## config.mk

```make
export PLATFORM = sky130hd
export DESIGN_NAME = c3cn_jobq
export DESIGN_NICKNAME = d
export VERILOG_FILES = /design/src/hw/rtl/c3cn_jobq.sv
export SDC_FILE = /design/constraint.sdc
export NUM_CORES = 1
export LEC_CHECK = 0
export BUFFER_PORTS_ARGS = -buffer_cell sky130_fd_sc_hd__clkbuf_2
export CAP_MARGIN = 10
export CELL_PAD_IN_SITES_DETAIL_PLACEMENT = 1
export CELL_PAD_IN_SITES_GLOBAL_PLACEMENT = 2
export CORE_MARGIN = 4
export CORE_UTILIZATION = 39
export CTS_CLUSTER_SIZE = 20
export DETAILED_ROUTE_END_ITERATION = 6
export PLACE_DENSITY_LB_ADDON = 0.1
export SLEW_MARGIN = 20
export SYNTH_ARGS = -nofsm -noshare
export SYNTH_HDL_FRONTEND = slang
export SYNTH_SLANG_ARGS = --single-unit
```

## constraint.sdc

```tcl
create_clock -name i_clk -period 4.1 [get_ports i_clk]
set_input_delay 0.615 -clock i_clk [delete_from_list [all_inputs] [get_ports i_clk]]
set_output_delay 0.615 -clock i_clk [all_outputs]
set_load 0.005 [all_outputs]
```

## src/hw/rtl/c3cn_jobq.sv

```systemverilog
`timescale 1ns / 1ps
`default_nettype none
module c3cn_jobq #(
    parameter int JW = 22
) (
    input  logic          i_clk,
    input  logic          i_rst_n,
    input  logic          i_push,
    input  logic [JW-1:0] i_data,
    output logic          o_full,
    input  logic          i_pop,
    output logic          o_valid,
    output logic [JW-1:0] o_data
);
    localparam int DEPTH = 2;
    localparam int PW    = $clog2(DEPTH);
    localparam int CNTW  = $clog2(DEPTH + 1);

    logic [JW-1:0]   r_mem [DEPTH];
    logic [PW-1:0]   r_wr;
    logic [PW-1:0]   r_rd;
    logic [CNTW-1:0] r_cnt;

    assign o_full  = (r_cnt == CNTW'(DEPTH));
    assign o_valid = (r_cnt != '0);
    assign o_data  = r_mem[r_rd];

    always_ff @(posedge i_clk) begin
        if (i_push) begin
            r_mem[r_wr] <= i_data;
        end
    end

    always_ff @(posedge i_clk) begin
        if (!i_rst_n) begin
            r_wr  <= '0;
            r_rd  <= '0;
            r_cnt <= '0;
        end else begin
            if (i_push) begin
                r_wr <= r_wr + PW'(1);
            end
            if (i_pop) begin
                r_rd <= r_rd + PW'(1);
            end
            r_cnt <= r_cnt + CNTW'(i_push) - CNTW'(i_pop);
        end
    end

`ifndef SYNTHESIS
    a_no_overflow: assert property (@(posedge i_clk) disable iff (!i_rst_n)
        i_push |-> !o_full)
        else $error("request queue written while full");
    a_no_underflow: assert property (@(posedge i_clk) disable iff (!i_rst_n)
        i_pop |-> o_valid)
        else $error("request queue read while empty");
    a_count_hold: assert property (@(posedge i_clk) disable iff (!i_rst_n)
        (!i_push && !i_pop) |=> $stable(r_cnt))
        else $error("request queue count moved without traffic");
`endif

endmodule
`default_nettype wire

```

==> summary.md <==
| Metric | Value |
|---|---|
| Outcome | `completed` |
| Delay of the slowest critical-path stage | `990 ps` |
| Syn Nets | `117` |
| Vias per cell | `4.69` |
| TritonCTS clock tree | `yes` |
| Cell with the most instances after synthesis | `edfxtp_1` |
| DR iter-0 viols | `43` |
| Worst path cell trace | `mux2_2, clkbuf_2` |
| Fin crit period | `2440 ps` |
| Final Cycle Share | `59.6%` |
| Hold depth | `1` |
| WS Path Type | `reg -> out` |
| First-pass GRT wire length | `5100 µm` |
| WP data required | `3480 ps` |
| Clock Skews | `5.70 ps` |
| Vias in the first global route | `1,055` |
| Reg2reg end | `r_mem[1][7]` |
| Clock buffer depth | `2` |
| Cts bufs inserted | `5` |
| Synth warn | `0` |
| Clock Latency Late Sink | `300 ps` |
| Grt ovf | `0` |
| Clk pin slew, worst setup/hold paths | `90 ps` |
| Die height | `76.3 µm` |
| Ratio of cells with drive above 1 in the final layout | `55.6%` |
| Synth top area cells | `edfxtp_1, mux2_2, dfxtp_1, and2_1, ha_1` |
| Sw Share | `21.2%` |
| Top_reg_cell synth | `edfxtp_1` |
| Crit path max-delay cell type | `dfxtp_1` |
| Pwr dens | `449 mW/mm²` |
| NetSw | `0.210 mW` |
| Yosys reg bits | `49` |
| Area after DPL | `0.00211 mm²` |
| Final slew viol count | `0` |
| Pre-Repair DR Iteration Count | `2` |
| Clk pwr share | `28.7%` |
| # nets final | `171` |
| Sink Count | `49` |
| Largest net degree at the start of global routing | `24` |
| Die area | `0.00582 mm²` |
| # rows | `24` |
| Hold_sp | `i_data[13]` |
| Sequential element share of the synthesized area | `78.1%` |
| Wire per inst | `15.8 µm` |
| Port Buffer Count | `49` |
| Core Box Area | `0.00444 mm²` |
| Top cell type by total area after synthesis | `edfxtp_1` |
| F_max | `409 MHz` |
| Final TNS setup | `0 ps` |
| Layout area overhead | `21.3%` |
| Final Instance Area | `0.00221 mm²` |
| Filler Cell Count | `452` |
| Mean Syn Cell Area | `20.4 µm²` |
| Final setup fails | `0` |
| Residual DRC count | `0` |
| Antenna violations before repair | `0` |
| Distinct cell type count after synthesis | `12` |
| Synth top area share | `72.6%` |
| Hold Crit Class | `in -> reg` |
| Post-route ant nets | `0` |
| CP Data Arrival Time | `1830 ps` |
| Post-CTS Resized | `0` |
| Slew @ Worst Pin | `1010 ps` |
| Final wirelength | `3100 µm` |
| Worst Setup End Kind | `primary output` |
| Buffer type at the clock tree root | `clkbuf_8` |
| Relative slew slack | `32.9%` |
| Hold endpoint | `r_mem[0][13]` |
| Effective utilization at floorplan | `40.9%` |
| Crit-path max FO | `22` |
| Setup Fix Bufs, Post-CTS | `0` |
| R2r worst-path depth | `1` |
| H-Tree Level Count | `2` |
| DR vias | `919` |
| R2r setup slk | `2790 ps` |
| Antenna cells | `0` |
| Syn Std Cell Area | `0.00182 mm²` |
| Leakage | `0.860 nW` |
| Synth Instances | `89` |
| IO Pins | `50` |
| Final hold slack | `503 ps` |
| Tot Pwr | `0.990 mW` |
| Hold-fix buffers at CTS | `0` |
| Internal power | `0.780 mW` |
| Register share of total power | `59.9%` |
| # Max-Cap Violations | `0` |
| Post-synth EDFFs | `44` |
| Endpoints failing hold | `0` |
| Unrepaired setup endpoints after global routing | `no` |
| Die width | `76.3 µm` |
| GP Congestion | `0.618` |
| Synth async-reset ratio | `0%` |
| Global-route usage over all layers | `11.4%` |
| Worst IR Drop VDD | `0.141 mV` |
| Reg-to-reg critical path startpoint | `r_wr` |
| Most common library cells after synthesis | `edfxtp_1, mux2_2, dfxtp_1` |
| DPL Wire Length | `2070 µm` |
| Comb pwr share | `11.3%` |
| Critical Path Source Type | `flip-flop` |
-- worst max-delay path, delay by kind of cell (launching register included) --
kind     cells  cell delay (ps)
buf+inv      1              110
mux          1              430
flops        1              990
-- kinds of logic after synthesis --
kind of cell	after synthesis	share of synthesized area, %
compound gates	1	0.413
xor+xnor	2	1.72
fa+ha+maj	2	1.38
buf+inv	4	1.65
flops	49	78.1
mux	22	13.6
simple gates	9	3.09
-- power by group through the flow --
stage          sequential (mW)  clock, mW  combinational [mW]
2_1_floorplan            0.595          0              0.0710
3_3_place_gp             0.603          0               0.111
3_5_place_dp             0.606          0               0.115
4_1_cts                  0.595      0.298               0.115
5_1_grt                  0.598      0.320               0.124
6_report                 0.593      0.285               0.112
-- flip-flops by register name, summed over array words and instances (netlist names), named ones only --
| register | cells |
|---|---|
| r_wr | 1 |
| r_rd | 1 |
| r_mem | 44 |
| r_cnt | 2 |
-- placed cells by master, fill, tap and decap left out, types with 2 or more instances in the layout --
master	Yosys	routed
edfxtp_1	44	44
clkbuf_8	0	6
mux2_2	22	22
ha_1	2	2
dfxtp_1	5	5
clkbuf_1	0	2
nor2b_1	4	3
inv_1	2	2
and2_1	4	3
clkbuf_2	0	49
-- metal layers --
layer / track usage (%) / share of wire (%) / wire (µm) / up-vias
li1: - / - / - / 445
met3: 4.49 / 5.8 / 179 / 5
met5: 0 / 0 / 0 / -
met4: 4.35 / 1.7 / 54 / 0
met2: 20.0 / 52 / 1610 / 28
met1: 12.2 / 41 / 1260 / 441
-- worst max path at each step --
| stage | startpoint | to | slack, ps |
|---|---|---|---|
| 6_report | flip-flop | o_data[21] | 1660 |
| 5_1_grt | flip-flop | o_data[21] | 1530 |
| 4_1_cts | flip-flop | o_data[3] | 1590 |
| 3_5_place_dp | flip-flop | o_data[3] | 1920 |
| 3_3_place_gp | flip-flop | o_data[3] | 1950 |
| 2_1_floorplan | i_push | r_mem[0][0] | 2030 |
-- final cells by class --
cell class	count	area (µm²)	area share, %
tap	52	65.1	2.95
sequential	49	1420	64.4
clock buffer	8	90.1	4.08
timing repair buffer	49	245	11.1
multi-input combinational	36	377	17.1
inverter	2	7.51	0.340
-- stage by stage --
step                setup WS, ps  instances  util, %
floorplan                   2030         89        -
global placement            1950        188     47.5
detailed placement          1920        188     47.6
CTS                         1590        196     49.6
global route                1530        196     49.6
finish                      1660        196     49.6
(Power assumes the default switching activity.)
