--- src/hw/rtl/c3cn_pkg.sv ---
`timescale 1ns / 1ps
`default_nettype none
package c3cn_pkg;

    // Configuration register file.
    localparam int CFG_DW   = 24;
    localparam int IDX_W    = 3;
    localparam int SIZE_W   = 11;

    typedef enum logic [IDX_W-1:0] {
        CFG_WIDTH  = 3'd0,
        CFG_HEIGHT = 3'd1,
        CFG_KTOP   = 3'd2,
        CFG_KMID   = 3'd3,
        CFG_KBOT   = 3'd4
    } t_cfg_idx;

    localparam logic [SIZE_W-1:0] WIDTH_RST  = 11'd1024;
    localparam logic [SIZE_W-1:0] HEIGHT_RST = 11'd1024;
    localparam logic [CFG_DW-1:0] KTOP_RST   = 24'd0;
    localparam logic [CFG_DW-1:0] KMID_RST   = 24'd256;
    localparam logic [CFG_DW-1:0] KBOT_RST   = 24'd0;

    // Request kinds on the input channel.
    localparam logic CMD_PIXEL = 1'b0;
    localparam logic CMD_FLUSH = 1'b1;

    // Row-slot address width: the pixel store has 2**ROW_SLOT_W rows, addressed by
    // a row count that runs on across frames, modulo the number of rows.
    localparam int ROW_SLOT_W = 3;

    typedef struct packed {
        logic [7:0] alpha;
        logic [7:0] blue;
        logic [7:0] green;
        logic [7:0] red;
    } t_pixel;

endpackage
`default_nettype wire

--- src/hw/rtl/c3cn_front.sv ---
`timescale 1ns / 1ps
`default_nettype none
module c3cn_front #(
    parameter int MAX_WIDTH  = 1024,
    parameter int MAX_HEIGHT = 1024
) (
    input  logic                    i_clk,
    input  logic                    i_rst_n,
    input  logic                    i_restart,
    input  logic [$clog2(MAX_WIDTH+1)-1:0]  i_w,
    input  logic [$clog2(MAX_HEIGHT+1)-1:0] i_h,
    input  logic                    i_valid,
    input  logic                    i_cmd,
    input  c3cn_pkg::t_pixel        i_pixel,
    output logic                    o_ready,
    output logic                    o_wr_en,
    output logic [c3cn_pkg::ROW_SLOT_W+$clog2(MAX_WIDTH)-1:0] o_wr_addr,
    output c3cn_pkg::t_pixel        o_wr_data,
    output logic                    o_push,
    output logic [c3cn_pkg::ROW_SLOT_W+$clog2(MAX_HEIGHT+1)+$clog2(MAX_WIDTH):0] o_job,
    input  logic                    i_full
);
    import c3cn_pkg::*;

    localparam int CW = $clog2(MAX_WIDTH);
    localparam int WW = $clog2(MAX_WIDTH + 1);
    localparam int RW = $clog2(MAX_HEIGHT + 1);
    localparam int DW = $clog2(MAX_WIDTH + 3);

    logic [RW-1:0] r_in_row, n_in_row;
    logic [CW-1:0] r_in_col, n_in_col;
    logic [RW-1:0] r_out_row, n_out_row;
    logic [CW-1:0] r_out_col, n_out_col;
    // Pixels received but not yet turned into an output request.
    logic [DW-1:0] r_pend, n_pend;
    // Store row slot of row 0 of the current frame; the next frame continues
    // after the last row so that its writes never hit rows still being read.
    logic [ROW_SLOT_W-1:0] r_base, n_base;

    logic accept;
    logic frame_in;
    logic last;
    logic emit;
    logic pix_in;
    logic [ROW_SLOT_W-1:0] wr_slot;

    assign o_ready   = !i_full;
    assign accept    = i_valid && !i_full;
    assign frame_in  = (r_in_row >= i_h);
    assign last      = (r_out_row == i_h - RW'(1)) && (WW'(r_out_col) == i_w - WW'(1));
    assign wr_slot   = r_base + ROW_SLOT_W'(r_in_row);
    assign o_wr_addr = {wr_slot, r_in_col};
    assign o_wr_data = i_pixel;
    assign o_wr_en   = pix_in;
    assign o_push    = emit;
    assign o_job     = {r_base, r_out_row, r_out_col, last};

    always_comb begin
        n_in_row  = r_in_row;
        n_in_col  = r_in_col;
        n_out_row = r_out_row;
        n_out_col = r_out_col;
        n_pend    = r_pend;
        n_base    = r_base;
        emit      = 1'b0;
        pix_in    = 1'b0;
        if (accept) begin
            if (i_cmd == CMD_FLUSH) begin
                emit = frame_in;
            end else if (!frame_in) begin
                pix_in = 1'b1;
                if (WW'(r_in_col) + WW'(1) >= i_w) begin
                    n_in_col = '0;
                    n_in_row = r_in_row + RW'(1);
                end else begin
                    n_in_col = r_in_col + CW'(1);
                end
                // The window around the oldest pending output is complete.
                emit = (r_pend >= DW'(i_w) + DW'(1));
            end
        end
        n_pend = r_pend + DW'(pix_in) - DW'(emit);
        if (emit) begin
            if (last) begin
                n_in_row  = '0;
                n_in_col  = '0;
                n_out_row = '0;
                n_out_col = '0;
                n_pend    = '0;
                n_base    = r_base + ROW_SLOT_W'(i_h);
            end else if (WW'(r_out_col) + WW'(1) >= i_w) begin
                n_out_col = '0;
                n_out_row = r_out_row + RW'(1);
            end else begin
                n_out_col = r_out_col + CW'(1);
            end
        end
        if (i_restart) begin
            n_in_row  = '0;
            n_in_col  = '0;
            n_out_row = '0;
            n_out_col = '0;
            n_pend    = '0;
        end
    end

    always_ff @(posedge i_clk) begin
        if (!i_rst_n) begin
            r_in_row  <= '0;
            r_in_col  <= '0;
            r_out_row <= '0;
            r_out_col <= '0;
            r_pend    <= '0;
            r_base    <= '0;
        end else begin
            r_in_row  <= n_in_row;
            r_in_col  <= n_in_col;
            r_out_row <= n_out_row;
            r_out_col <= n_out_col;
            r_pend    <= n_pend;
            r_base    <= n_base;
        end
    end

endmodule
`default_nettype wire

--- config.mk ---
export PLATFORM = sky130hd
export DESIGN_NAME = c3cn_front
export DESIGN_NICKNAME = d
export VERILOG_FILES = /design/src/hw/rtl/c3cn_pkg.sv /design/src/hw/rtl/c3cn_front.sv
export SDC_FILE = /design/constraint.sdc
export NUM_CORES = 1
export LEC_CHECK = 0
export BUFFER_PORTS_ARGS = -buffer_cell sky130_fd_sc_hd__buf_2
export CAP_MARGIN = 20
export CORE_AREA = 2 2 122 88
export DETAILED_ROUTE_END_ITERATION = 10
export DIE_AREA = 0 0 124 90
export PLACE_DENSITY = 0.84
export SETUP_SLACK_MARGIN = 0.3
export SLEW_MARGIN = 20
export SYNTH_ARGS = -nofsm -noshare
export SYNTH_HDL_FRONTEND = slang
export SYNTH_SLANG_ARGS = --single-unit
--- constraint.sdc ---
create_clock -name i_clk -period 5.6 [get_ports i_clk]
set_input_delay 0.56 -clock i_clk [delete_from_list [all_inputs] [get_ports i_clk]]
set_output_delay 0.56 -clock i_clk [all_outputs]
set_load 0.02 [all_outputs]
==> results.toml <==
[status]
outcome = "finished, final reports clean"

[timing]
rsz0062_at_grt = "no"
finClkSkew_ns = 0.00991
fin_tns_setup_ns = 0
post-route-period-util_pct = 87.7
worst_slew_pin_slew_ns = 0.814
maxSlewViolCount = 0
relSlewSlack_pct = 45.2
whs_ns = 0.497
finalCriticalPeriod_ns = 4.91
setup_violations = 0
hold_violations = 0
max_freq_mhz = 204

[global_routing]
grt_use_met2_pct = 38.7
grt_usage_pct = 25.2
grt.overflow.total = 0
gr-usage-met3_pct = 4.51
grtUsageMet1_pct = 36.2
grt_pass1_vias = 4684
grt_pass1_wl_um = 22700
antenna_found_initial = 0
grt_max_degree = 37
grt.busiest_layer = "met2"

[routing]
vias = 5039
drcViolationCount = 0
drt-initial-drc-count = 600
final_antenna_net_count = 0
drtPass1Iterations = 5
route.detailed.wl_per_inst_um = 16.5
drt-total-wl_um = 13800
vias_per_cell = 6.01

[worst_setup_path]
critPathKind = "input pin to register"
max_stage_delay_ns = 0.46
cp_slowest_cell = "or4_1"
start_kind = "input pin"
cp_num_buf_inv = 5
path_max_fanout = 4
cp_data_required_time_ns = 5.78
cp_top_family = "simple AND/OR/NAND/NOR gates"
crit_arrival_ns = 5.10
cpMostUsedCell = "inv_1"
endpoint_kind = "register"

[clocking]
root_buffer = "clkbuf_16"
cts_buffer_depth = 2
ctsHtreeMaxLevel = 2
clock_latency_ns = 0.31
cts_sinks = 56
numCtsBuffers = 5
hold_buffers = 0
path_clk_slew_ns = 0.07
cts_tree = "done"

[floorplanning]
initial_core_util_pct = 53.6
row_count = 31
dieArea_mm2 = 0.0112
die_h_um = 90
die_w_um = 124
ios = 133
core_mm2 = 0.0101

[power]
power_density_mw_per_mm2 = 176
finalPower_w = 0.00101
p_int_w = 0.000687
ir_drop_v = 0.000122
p_leak_nw = 2.58
pwr-share-seq_pct = 41.6
pwr-share-clk_pct = 32.2
power_frac_comb_pct = 26.3
power.switching_w = 0.000327
swShare_pct = 32.2

[placement]
port_buffers = 68
gp_congestion = 0.967
dp_hpwl_um = 10900
placed_cell_area_mm2 = 0.00559

[yosys]
yosysWarnings = 0
synth_commonest_cells = "ha_1, dfxtp_1, inv_1"
ys_seq_elements = 56
postSynthAreaPerCell_um2 = 7.91
synth_edf_count = 0
ys_seq_area_share_pct = 20.7
synthesis.nets = 810
yosysMostFrequentCell = "ha_1"
yosys-top-cells-area = "dfxtp_1, ha_1, xnor2_1"
yosysTopAreaCell = "dfxtp_1"
netlist_area_mm2 = 0.00541
ys_async_sr_fraction_pct = 0
ys_types = 61
syn_inst = 683
synth_ff_type = "dfxtp_1"
synth_top_area_share_pct = 20.7

[worst_hold_path]
hold_class = "register to register"

[final_layout]
drive_above_1_share_pct = 13.6
post-route-cell-area_mm2 = 0.00575
multi_input_area_mm2 = 0.00375
utilization_pct = 57.0
area_growth_pct = 6.41
n_fill_cell = 928
diodes = 0
final_net_count = 833
seqCellArea_mm2 = 0.00112

[job]
maxCapViolations = 0
-- worst paths after layout --
kind                startpoint            to  slack (ns)  depth (start not counted)
setup / recovery        i_w[5]    r_pend[10]        0.69                         27
hold / removal    r_in_row[10]  r_in_row[10]        0.50                          2
setup reg to reg   r_in_row[4]    r_pend[10]        1.20                         20
hold reg to reg   r_in_row[10]  r_in_row[10]        0.50                          2
-- stage by stage --
step | setup WS (ns) | cells
after global routing | 0.326 | 839
after detailed placement | 0.184 | 831
after floorplan | 0.461 | 683
final | 0.689 | 839
after CTS | 0.485 | 839
after global placement | 0.370 | 831
-- flip-flops by register name, summed over array words and instances (netlist names) --
signal and cells:
r_out_col 10, r_base 3, r_in_row 11, r_in_col 10
r_pend 11, r_out_row 11
-- worst min-delay path: stages (launching register included) --
cell	delay (ns)
dfxtp_1	0.33
o21ai_0	0.07
a21oi_1	0.06
-- layout by cell type, fill, tap and decap left out, types with 4 or more instances in the layout --
cell type / n
buf_2: 68
ha_1: 64
dfxtp_1: 56
inv_1: 52
nand2_1: 49
xnor2_1: 45
nor2_1: 39
nand3_1: 38
a21oi_1: 33
xor2_1: 29
o21ai_0: 24
and3_1: 23
nand4_1: 17
nor3_1: 16
or4_1: 12
nor2b_1: 10
a21o_1: 10
a31oi_1: 10
and2_1: 10
o31ai_1: 10
or3_1: 7
nand2b_1: 6
nor4_1: 5
clkbuf_16: 5
a211oi_1: 4
mux2i_1: 4
buf_4: 4
-- logic make-up (layout without fill, tap and decap cells) --
logic type               Yosys count  count (layout)  share of synthesized area (%)
AND/OR/NAND/NOR                  247             247                           24.3
AO/OA/AOI/OAI                    126             126                           16.0
buffers and inverters            108             132                           10.2
XOR/XNOR                          74              74                           12.0
adder cells (fa/ha/maj)           67              67                           15.9
flip-flops                        56              56                           20.7
multiplexers                       5               5                          0.949
-- repair_timing --
action | 4_1_cts | 5_1_grt
endpoints found under the setup margin | 0 | 3
gates resized for setup | 0 | 6
setup buffers | 0 | 0
-- cell type report --
type	count	share of cell area, %
Clock buffer	6	2.24
Clock inverter	2	0.283
Inverter	52	3.39
Multi-Input combinational cell	519	65.3
Sequential cell	56	19.5
Tap cell	132	2.87
Timing Repair Buffer	72	6.44
-- power by group through the flow --
stage / combinational, W / sequential (W) / clock (W)
4_1_cts: 0.000257 / 0.000421 / 0.000326
3_5_place_dp: 0.000255 / 0.000431 / 0
6_report: 0.000267 / 0.000421 / 0.000326
2_1_floorplan: 0.000225 / 0.000426 / 0
5_1_grt: 0.000294 / 0.000424 / 0.000346
3_3_place_gp: 0.000240 / 0.000430 / 0
-- per-layer routing --
metal / share of wire [%] / up-vias
met5: 0 / -
met4: 1.7 / 0
met3: 7.9 / 22
met2: 45 / 197
met1: 46 / 2385
li1: - / 2435
No activity file was read; power rests on OpenSTA's default activity.
